**src/rtl/rtq_pkg.sv**
```systemverilog
// Shared constants, request codes and control structs of the rectangle table query block.
// No dependencies; every other file of the block imports this package.
package rtq_pkg;

	localparam int MAX_BOXES_DEF  = 64;
	localparam int COORD_BITS_DEF = 16;
	localparam int COUNT_W        = 7;
	localparam int IDX_W          = 6;
	localparam int REQ_W          = 2;

	localparam logic [REQ_W-1:0] REQ_WRITE   = 2'd0;
	localparam logic [REQ_W-1:0] REQ_OVERLAP = 2'd1;
	localparam logic [REQ_W-1:0] REQ_CONTAIN = 2'd2;

	// Controller to datapath
	typedef struct packed {
		logic write_en;
		logic query_start;
		logic scan_run;
		logic result_load;
	} rtq_cmd_t;

	// Datapath to controller
	typedef struct packed {
		logic scan_done;
	} rtq_status_t;

endpackage

```
**src/rtl/rtq_ifs.sv**
```systemverilog
// Valid/ready channel interfaces: request items, result items and the box_count write port.
// Depends on rtq_pkg for field widths.
interface rtq_req_if import rtq_pkg::*; #(
	parameter int COORD_BITS = COORD_BITS_DEF
);
	logic                         valid;
	logic                         ready;
	logic [REQ_W-1:0]             req_type;
	logic [IDX_W-1:0]             entry_index;
	logic signed [COORD_BITS-1:0] left_edge;
	logic signed [COORD_BITS-1:0] top_edge;
	logic signed [COORD_BITS-1:0] right_edge;
	logic signed [COORD_BITS-1:0] bottom_edge;

	modport source (output valid, req_type, entry_index, left_edge, top_edge, right_edge,
		bottom_edge, input ready);
	modport sink (input valid, req_type, entry_index, left_edge, top_edge, right_edge,
		bottom_edge, output ready);
endinterface

interface rtq_res_if import rtq_pkg::*; ();
	logic             valid;
	logic             ready;
	logic             hit;
	logic [IDX_W-1:0] hit_index;

	modport source (output valid, hit, hit_index, input ready);
	modport sink (input valid, hit, hit_index, output ready);
endinterface

interface rtq_cfg_if import rtq_pkg::*; ();
	logic               valid;
	logic               ready;
	logic [COUNT_W-1:0] data;

	modport source (output valid, data, input ready);
	modport sink (input valid, data, output ready);
endinterface

```
**src/rtl/rectangle_table_query.sv**
```systemverilog
// Rectangle table query: box table with first-match overlap and containment search.
// A write item is taken while idle; a query's result is loaded after its scan ends, at the
// first match or after N = min(box_count, MAX_BOXES) entries, one table entry read per cycle.
// The single memory read port scan takes no new item until the result is loaded.
// Reset (arst_n low, asynchronous): box_count clears to 0, controller idles, no result
// pending; table contents stay undefined until written.
module rectangle_table_query import rtq_pkg::*; #(
	parameter int MAX_BOXES  = MAX_BOXES_DEF,
	parameter int COORD_BITS = COORD_BITS_DEF
) (
	input  logic     clk,
	input  logic     arst_n,
	rtq_req_if.sink  req,
	rtq_res_if.source res,
	rtq_cfg_if.sink  cfg
);

	rtq_cmd_t    cmd;
	rtq_status_t status;

	// The box_count register takes a write in any cycle
	assign cfg.ready = 1'b1;

	// Controller: accept items only while idle, sequence the scan, own the result valid
	rtq_ctrl u_ctrl (
		.clk         (clk),
		.arst_n      (arst_n),
		.in_valid    (req.valid),
		.in_req_type (req.req_type),
		.in_ready    (req.ready),
		.out_valid   (res.valid),
		.out_ready   (res.ready),
		.status      (status),
		.cmd         (cmd)
	);

	// Datapath: table memory, query registers, scan compare, result registers
	rtq_dpath #(
		.MAX_BOXES  (MAX_BOXES),
		.COORD_BITS (COORD_BITS)
	) u_dpath (
		.clk         (clk),
		.arst_n      (arst_n),
		.cmd         (cmd),
		.status      (status),
		.cfg_we      (cfg.valid),
		.cfg_data    (cfg.data),
		.req_type    (req.req_type),
		.entry_index (req.entry_index),
		.left_edge   (req.left_edge),
		.top_edge    (req.top_edge),
		.right_edge  (req.right_edge),
		.bottom_edge (req.bottom_edge),
		.hit         (res.hit),
		.hit_index   (res.hit_index)
	);

endmodule

```
**src/rtl/rtq_ctrl.sv**
```systemverilog
// Controller for the rectangle table query block: request handshake, scan sequencing, result valid.
// Depends on rtq_pkg for request codes and the command/status structs.
module rtq_ctrl import rtq_pkg::*; (
	input  logic             clk,
	input  logic             arst_n,
	input  logic             in_valid,
	input  logic [REQ_W-1:0] in_req_type,
	output logic             in_ready,
	output logic             out_valid,
	input  logic             out_ready,
	input  rtq_status_t      status,
	output rtq_cmd_t         cmd
);

	typedef enum logic [1:0] {
		ST_IDLE,
		ST_SCAN,
		ST_HOLD
	} state_t;

	state_t state_q;
	logic   res_valid_q;
	logic   accept;
	logic   is_query;
	logic   out_free;

	assign in_ready  = (state_q == ST_IDLE);
	assign out_valid = res_valid_q;
	assign accept    = in_valid && in_ready;
	assign is_query  = (in_req_type == REQ_OVERLAP) || (in_req_type == REQ_CONTAIN);
	assign out_free  = !res_valid_q || out_ready;

	always_comb begin
		cmd             = '0;
		cmd.write_en    = accept && (in_req_type == REQ_WRITE);
		cmd.query_start = accept && is_query;
		cmd.scan_run    = (state_q == ST_SCAN);
		cmd.result_load = out_free && (((state_q == ST_SCAN) && status.scan_done) ||
			(state_q == ST_HOLD));
	end

	always_ff @(posedge clk or negedge arst_n) begin
		if (!arst_n) begin
			state_q     <= ST_IDLE;
			res_valid_q <= 1'b0;
		end else begin
			// result register: load wins over drain
			if (cmd.result_load) begin
				res_valid_q <= 1'b1;
			end else if (out_ready) begin
				res_valid_q <= 1'b0;
			end
			unique case (state_q)
				ST_IDLE: begin
					if (cmd.query_start) begin
						state_q <= ST_SCAN;
					end
				end
				ST_SCAN: begin
					if (status.scan_done) begin
						state_q <= out_free ? ST_IDLE : ST_HOLD;
					end
				end
				ST_HOLD: begin
					if (out_free) begin
						state_q <= ST_IDLE;
					end
				end
				default: begin
					state_q <= ST_IDLE;
				end
			endcase
		end
	end

endmodule

```
**src/rtl/rtq_dpath.sv**
```systemverilog
// Datapath for the rectangle table query block: box memory, query registers, scan pointer,
// compare stage and result registers. Depends on rtq_pkg.
module rtq_dpath import rtq_pkg::*; #(
	parameter int MAX_BOXES  = MAX_BOXES_DEF,
	parameter int COORD_BITS = COORD_BITS_DEF
) (
	input  logic                         clk,
	input  logic                         arst_n,
	input  rtq_cmd_t                     cmd,
	output rtq_status_t                  status,
	input  logic                         cfg_we,
	input  logic [COUNT_W-1:0]           cfg_data,
	input  logic [REQ_W-1:0]             req_type,
	input  logic [IDX_W-1:0]             entry_index,
	input  logic signed [COORD_BITS-1:0] left_edge,
	input  logic signed [COORD_BITS-1:0] top_edge,
	input  logic signed [COORD_BITS-1:0] right_edge,
	input  logic signed [COORD_BITS-1:0] bottom_edge,
	output logic                         hit,
	output logic [IDX_W-1:0]             hit_index
);

	localparam int AW    = (MAX_BOXES > 1) ? $clog2(MAX_BOXES) : 1;
	localparam int CNT_W = $clog2(MAX_BOXES + 1);
	localparam int LW    = (CNT_W > COUNT_W) ? CNT_W : COUNT_W;
	localparam int EW    = 4 * COORD_BITS;

	logic [EW-1:0] mem [MAX_BOXES];

	logic [COUNT_W-1:0]           box_count_q;
	logic signed [COORD_BITS-1:0] q_lo_x_q, q_lo_y_q, q_hi_x_q, q_hi_y_q;
	logic                         contain_q;
	logic [CNT_W-1:0]             limit_q;
	logic [CNT_W-1:0]             rd_ptr_q;
	logic                         found_q;
	logic [IDX_W-1:0]             hit_idx_q;
	logic                         rd_valid_s1;
	logic [AW-1:0]                rd_idx_s1;
	logic [EW-1:0]                entry_s1;
	logic                         res_hit_q;
	logic [IDX_W-1:0]             res_idx_q;

	logic [LW-1:0]                limit_w;
	logic                         slot_ok;
	logic signed [COORD_BITS-1:0] w_lo_x, w_hi_x, w_lo_y, w_hi_y;
	logic signed [COORD_BITS-1:0] b_lo_x, b_lo_y, b_hi_x, b_hi_y;
	logic                         meets, holds, match, issue;

	// Clamp the scan length to the table depth
	assign limit_w = (LW'(box_count_q) > LW'(MAX_BOXES)) ? LW'(MAX_BOXES) : LW'(box_count_q);
	assign slot_ok = (int'(entry_index) < MAX_BOXES);

	// Normalize an entry on its way into the table
	assign w_lo_x = (left_edge <= right_edge) ? left_edge : right_edge;
	assign w_hi_x = (left_edge <= right_edge) ? right_edge : left_edge;
	assign w_lo_y = (top_edge <= bottom_edge) ? top_edge : bottom_edge;
	assign w_hi_y = (top_edge <= bottom_edge) ? bottom_edge : top_edge;

	assign b_lo_x = entry_s1[0*COORD_BITS +: COORD_BITS];
	assign b_lo_y = entry_s1[1*COORD_BITS +: COORD_BITS];
	assign b_hi_x = entry_s1[2*COORD_BITS +: COORD_BITS];
	assign b_hi_y = entry_s1[3*COORD_BITS +: COORD_BITS];

	assign meets = (q_lo_x_q <= b_hi_x) && (b_lo_x <= q_hi_x_q) &&
		(q_lo_y_q <= b_hi_y) && (b_lo_y <= q_hi_y_q);
	assign holds = (q_lo_x_q >= b_lo_x) && (q_hi_x_q <= b_hi_x) &&
		(q_lo_y_q >= b_lo_y) && (q_hi_y_q <= b_hi_y);
	assign match = rd_valid_s1 && !found_q && (contain_q ? holds : meets);

	assign issue = cmd.scan_run && !found_q && !match && (rd_ptr_q < limit_q);

	// Only looked at by the controller while it scans
	always_comb begin
		status           = '0;
		status.scan_done = !rd_valid_s1 && (found_q || (rd_ptr_q == limit_q));
	end

	assign hit       = res_hit_q;
	assign hit_index = res_idx_q;

	always_ff @(posedge clk) begin
		if (cmd.write_en && slot_ok) begin
			mem[AW'(entry_index)] <= {w_hi_y, w_hi_x, w_lo_y, w_lo_x};
		end
	end

	always_ff @(posedge clk) begin
		entry_s1  <= mem[rd_ptr_q[AW-1:0]];
		rd_idx_s1 <= rd_ptr_q[AW-1:0];
	end

	always_ff @(posedge clk or negedge arst_n) begin
		if (!arst_n) begin
			box_count_q <= '0;
			rd_valid_s1 <= 1'b0;
			found_q     <= 1'b0;
			rd_ptr_q    <= '0;
		end else begin
			if (cfg_we) begin
				box_count_q <= cfg_data;
			end
			if (cmd.query_start) begin
				found_q     <= 1'b0;
				rd_ptr_q    <= '0;
				rd_valid_s1 <= 1'b0;
			end else begin
				rd_valid_s1 <= issue;
				if (issue) begin
					rd_ptr_q <= rd_ptr_q + 1'b1;
				end
				if (match) begin
					found_q <= 1'b1;
				end
			end
		end
	end

	always_ff @(posedge clk) begin
		if (cmd.query_start) begin
			q_lo_x_q  <= left_edge;
			q_lo_y_q  <= top_edge;
			q_hi_x_q  <= right_edge;
			q_hi_y_q  <= bottom_edge;
			contain_q <= (req_type == REQ_CONTAIN);
			limit_q   <= CNT_W'(limit_w);
			hit_idx_q <= '0;
		end else if (match) begin
			hit_idx_q <= IDX_W'(rd_idx_s1);
		end
		if (cmd.result_load) begin
			res_hit_q <= found_q;
			res_idx_q <= hit_idx_q;
		end
	end

endmodule
```
**src/flat_wrapper.sv**
```systemverilog
// flat-port wrapper written by rule: the top's interface ports become plain ports
module rectangle_table_query_flat import rtq_pkg::*;
#(
	parameter int MAX_BOXES  = MAX_BOXES_DEF,
	parameter int COORD_BITS = COORD_BITS_DEF
)
  (clk, arst_n, req_valid, req_req_type, req_entry_index, req_left_edge, req_top_edge, req_right_edge, req_bottom_edge, req_ready, res_valid, res_hit, res_hit_index, res_ready, cfg_valid, cfg_data, cfg_ready);
  rtq_req_if #(.COORD_BITS(COORD_BITS)) req_i ();
  rtq_res_if res_i ();
  rtq_cfg_if cfg_i ();
  input  logic clk;
  input  logic arst_n;
  input wire logic [$bits(req_i.valid)-1:0] req_valid;
  input wire logic [$bits(req_i.req_type)-1:0] req_req_type;
  input wire logic [$bits(req_i.entry_index)-1:0] req_entry_index;
  input wire logic [$bits(req_i.left_edge)-1:0] req_left_edge;
  input wire logic [$bits(req_i.top_edge)-1:0] req_top_edge;
  input wire logic [$bits(req_i.right_edge)-1:0] req_right_edge;
  input wire logic [$bits(req_i.bottom_edge)-1:0] req_bottom_edge;
  output wire logic [$bits(req_i.ready)-1:0] req_ready;
  output wire logic [$bits(res_i.valid)-1:0] res_valid;
  output wire logic [$bits(res_i.hit)-1:0] res_hit;
  output wire logic [$bits(res_i.hit_index)-1:0] res_hit_index;
  input wire logic [$bits(res_i.ready)-1:0] res_ready;
  input wire logic [$bits(cfg_i.valid)-1:0] cfg_valid;
  input wire logic [$bits(cfg_i.data)-1:0] cfg_data;
  output wire logic [$bits(cfg_i.ready)-1:0] cfg_ready;
  assign req_i.valid = req_valid;
  assign req_i.req_type = req_req_type;
  assign req_i.entry_index = req_entry_index;
  assign req_i.left_edge = req_left_edge;
  assign req_i.top_edge = req_top_edge;
  assign req_i.right_edge = req_right_edge;
  assign req_i.bottom_edge = req_bottom_edge;
  assign req_ready = req_i.ready;
  assign res_valid = res_i.valid;
  assign res_hit = res_i.hit;
  assign res_hit_index = res_i.hit_index;
  assign res_i.ready = res_ready;
  assign cfg_i.valid = cfg_valid;
  assign cfg_i.data = cfg_data;
  assign cfg_ready = cfg_i.ready;
  rectangle_table_query #(.MAX_BOXES(MAX_BOXES), .COORD_BITS(COORD_BITS)) u_core (.clk(clk), .arst_n(arst_n), .req(req_i), .res(res_i), .cfg(cfg_i));
endmodule
```
**config.mk**
```make
export PLATFORM = sky130hd
export DESIGN_NAME = rectangle_table_query_flat
export DESIGN_NICKNAME = d
export VERILOG_FILES = /design/src/rtl/rtq_pkg.sv /design/src/rtl/rtq_ifs.sv /design/src/rtl/rectangle_table_query.sv /design/src/rtl/rtq_ctrl.sv /design/src/rtl/rtq_dpath.sv /design/src/flat_wrapper.sv
export SDC_FILE = /design/constraint.sdc
export NUM_CORES = 2
export LEC_CHECK = 0
export BUFFER_PORTS_ARGS = -buffer_cell sky130_fd_sc_hd__buf_2
export CORE_UTILIZATION = 49
export DETAILED_ROUTE_END_ITERATION = 12
export SLEW_MARGIN = 20
export SYNTH_ARGS = -nofsm -noshare
export SYNTH_HDL_FRONTEND = slang
export SYNTH_HIERARCHICAL = 1
export SYNTH_SLANG_ARGS = --single-unit
```
**constraint.sdc**
```tcl
create_clock -name clk -period 6.65 [get_ports clk]
set_input_delay 0.665 -clock clk [delete_from_list [all_inputs] [get_ports clk]]
set_output_delay 0.665 -clock clk [all_outputs]
set_load 0.02 [all_outputs]
```
==> reports/qor.yml <==
outcome:
  status: "finished clean"
sta:
  slew_headroom: 0.209
  slew_violations: 0
  hold_viol: 0
  fin_skew_ns: 0.0487
  period_minus_slack_ns: 5.02
  tns_ns: 0
  tightest_slew_ns: 1.18
  setup_viol_count_final: 0
  min_period_over_period: 0.755
  max_freq_mhz: 199
  rsz0062_at_grt: "no"
critical_path:
  rr_worst_depth: 6
  crit_top_cell: "buf_4"
  path_delay_family: "buffers and inverters"
  cp_cell_sequence: "dlygate4sd3_1 > buf_2 > inv_1 > ha_4 > nand4_1 > nor2_1 > inv_1 > or3_1 > buf_4 > nand2_1 > buf_4 > o22a_1 > o22ai_1 > a31oi_4 > buf_4"
  cp_num_cells: 15
  crit_arrival_ns: 5.81
  required_ns: 7.44
  slowest_delay_ns: 0.81
  crit_fanout: 35
  cp-start-kind: "primary input"
  end_kind: "flip-flop"
  cp_num_buf_inv: 7
  crit_slowest_cell: "a31oi_4"
  rr_endpoint: "u_core/u_dpath/mem[38][53]$_DFFE_PP_"
  r2r-start: "u_core/u_ctrl/state_q[1]$_DFFE_PN0P_"
  critPathKind: "primary input to flip-flop"
  rrSetupSlack_ns: 2.60
yosys:
  netlist.area_leader.share: 0.757
  async_flop_share: 0.00445
  yosysWarnings: 6
  syn_area_um2: 166000
  synthesis.nets: 7187
  synth_edf_count: 4175
  yosysSeqAreaShare: 0.769
  ys_top_cells_by_count: "edfxtp_1 (4175), mux4_2 (1344), clkbuf_1 (217)"
  yosys.cell_types.count: 58
  ys_seq_elements: 4270
  syn_avg_cell_area_um2: 23.9
  yosys.area.top_type: "edfxtp_1"
  ys.flop_type: "edfxtp_1"
  synth.most_common_cell: "edfxtp_1"
  synth_cells: 6934
  synthTopCellsByArea: "edfxtp_1 (76%), mux4_2 (18%), ha_1 (1.3%)"
clock_tree:
  path_clk_slew_ns: 0.06
  cts.sinks: 4270
  clockRootBuffer: "clkbuf_16"
  insertion_delay_ns: 0.99
  cts_tree: "yes"
  cts_made_buffers: 435
  post_cts_buffers: 0
  clockBufferDepth: 4
  htreeDepth: 5
finish:
  syn2layout_area_growth_pct: 14.3
  layout.cells.non_filler: 12400
  fillers: 24400
  fin_nets: 7742
  drive_gt1_frac: 0.315
global_routing:
  use_met3: 0.0489
  grt_pass1_wl_um: 661000
  grt_usage: 0.285
  gr-total-overflow: 0
  gr-usage-met2: 0.451
  grt_util_met1: 0.406
  busiest_layer: "met2"
  grt_pass1_vias: 80200
  antenna_found_initial: 54
  grt_max_degree: 124
die:
  initial_utilization: 0.492
  pin_count: 94
  fp-row-count: 213
  die_h_um: 583
  core_area_um2: 337000
  die-area_um2: 340000
  dieWidth_um: 583
min_path:
  worstHoldEndpoint: "u_core/u_dpath/q_lo_x_q[6]$_DFFE_PP_"
  min_path_cells: 1
  min_path_type: "primary input to flip-flop"
  hold_path.startpoint: "req_left_edge[6]"
drt:
  wl_um: 484000
  wl_per_cell_um: 39.1
  route.detailed.drc: 0
  vias: 81900
  routed_via_density: 6.61
  ant_nets: 0
  drt_iter0_markers: 12100
  dr.pass1.iters: 6
power_and_ir_drop:
  peakVddDrop_v: 0.000321
  p_leak_uw: 0.0593
  p_per_area_nw_per_um2: 391
place:
  gp_congestion: 0.888
  port_buffers: 92
  hpwlAfterDp_um: 249000
  dp.cells: 11500
run:
  maxCapViolCount: 0
==> area by class of cell <==
class                   count  area [um^2]  share of cell area
inverters                 162          608             0.00321
flip-flops and latches   4270       127000               0.673
repair buffers            463         4300              0.0227
multi-input cells        2157        37200               0.197
well taps                4515         5650              0.0298
clock inverters           248         2420              0.0128
clock buffers             561        11700              0.0616
diodes                     15         37.5            0.000198
==> through the flow <==
stage,power [uW],area (um^2),util,hold WS [ns],setup WS [ns]
detailed placement,50500,174000,0.518,0.418,1.35
global placement,50300,174000,0.518,0.415,1.44
floorplan,45100,166000,-,0.368,0.317
finish,74000,189000,0.562,0.0579,1.63
global route,76300,189000,0.562,0.00183,1.62
CTS,74400,189000,0.562,0.00732,1.74
==> registers in the layout (all words and copies together) (netlist names) <==
name and cells:
u_core/u_dpath/mem 4096, u_core/u_dpath/entry_s1 64, u_core/u_dpath/q_hi_x_q 16, u_core/u_dpath/q_hi_y_q 16, u_core/u_dpath/q_lo_x_q 16, u_core/u_dpath/q_lo_y_q 16, u_core/u_dpath/box_count_q 7, u_core/u_dpath/limit_q 7
u_core/u_dpath/rd_ptr_q 7, u_core/u_dpath/hit_idx_q 6, u_core/u_dpath/hit_index 6, u_core/u_dpath/rd_idx_s1 6, u_core/u_ctrl/state_q 2, u_core/u_ctrl/out_valid 1, u_core/u_dpath/contain_q 1, u_core/u_dpath/found_q 1
u_core/u_dpath/hit 1, u_core/u_dpath/rd_valid_s1 1
==> report_power, final <==
| group | leakage, uW | internal (uW) | total (uW) | switching [uW] |
|---|---|---|---|---|
| combinational | 0.0140 | 9170 | 18400 | 9240 |
| sequential | 0.0384 | 30800 | 31400 | 594 |
| clock | 0.00688 | 13900 | 24200 | 10300 |
==> worst max path at each step <==
| stage | startpoint | end |
|---|---|---|
| after detailed placement | req_bottom_edge[15] | u_core/u_dpath/mem[48][16]$_DFFE_PP_ |
| after floorplan | req_req_type[0] | u_core/u_dpath/mem[48][0]$_DFFE_PP_ |
| after global routing | req_bottom_edge[15] | u_core/u_dpath/mem[44][16]$_DFFE_PP_ |
| final | req_bottom_edge[15] | u_core/u_dpath/mem[39][16]$_DFFE_PP_ |
| after CTS | req_bottom_edge[15] | u_core/u_dpath/mem[44][16]$_DFFE_PP_ |
| after global placement | req_bottom_edge[15] | u_core/u_dpath/mem[48][16]$_DFFE_PP_ |
==> cells by family (layout without fill, tap and decap cells) <==
logic type,Yosys count,in the layout,share of synthesized area
flip-flops,4270,4270,0.769
multiplexers,1377,1377,0.185
buffers and inverters,507,1434,0.0123
AND/OR/NAND/NOR,345,345,0.0104
AO/OA/AOI/OAI,260,260,0.0102
adder cells (fa/ha/maj),169,169,0.0128
XOR/XNOR,5,5,0.000264
other,1,16,0.0000226
==> layer usage <==
layer / routed length [um] / share of wire
met1: 188000 / 0.39
met2: 231000 / 0.48
met3: 46300 / 0.096
met4: 19600 / 0.040
met5: 55 / 0.00011
==> layout by cell type (no fill, tap or decap), types with 17 or more instances in the layout <==
cell and count:
a21oi_1 70, a221oi_1 17, buf_12 61, buf_2 92
buf_4 229, bufinv_16 39, clkbuf_1 101, clkbuf_16 440
clkbuf_8 20, clkinv_1 102, clkinv_2 73, dfxtp_1 76
dlygate4sd3_1 75, edfxtp_1 4175, ha_1 168, inv_1 162
mux2_2 17, mux4_2 1344, nand2_1 57, nand2b_1 28
nand3_1 29, nand4_1 46, nor2_1 53, nor2_4 62
nor2b_1 21, o211ai_1 25, o21ai_0 24, o21ai_4 17
o22ai_1 18
==> what timing repair did <==
action / 4_1_cts / 5_1_grt
hold endpoints to repair: 91 / 0
hold buffers: 75 / 0
gates resized for setup: 0 / 0
Note: power is estimated with default switching activity, not from simulation.
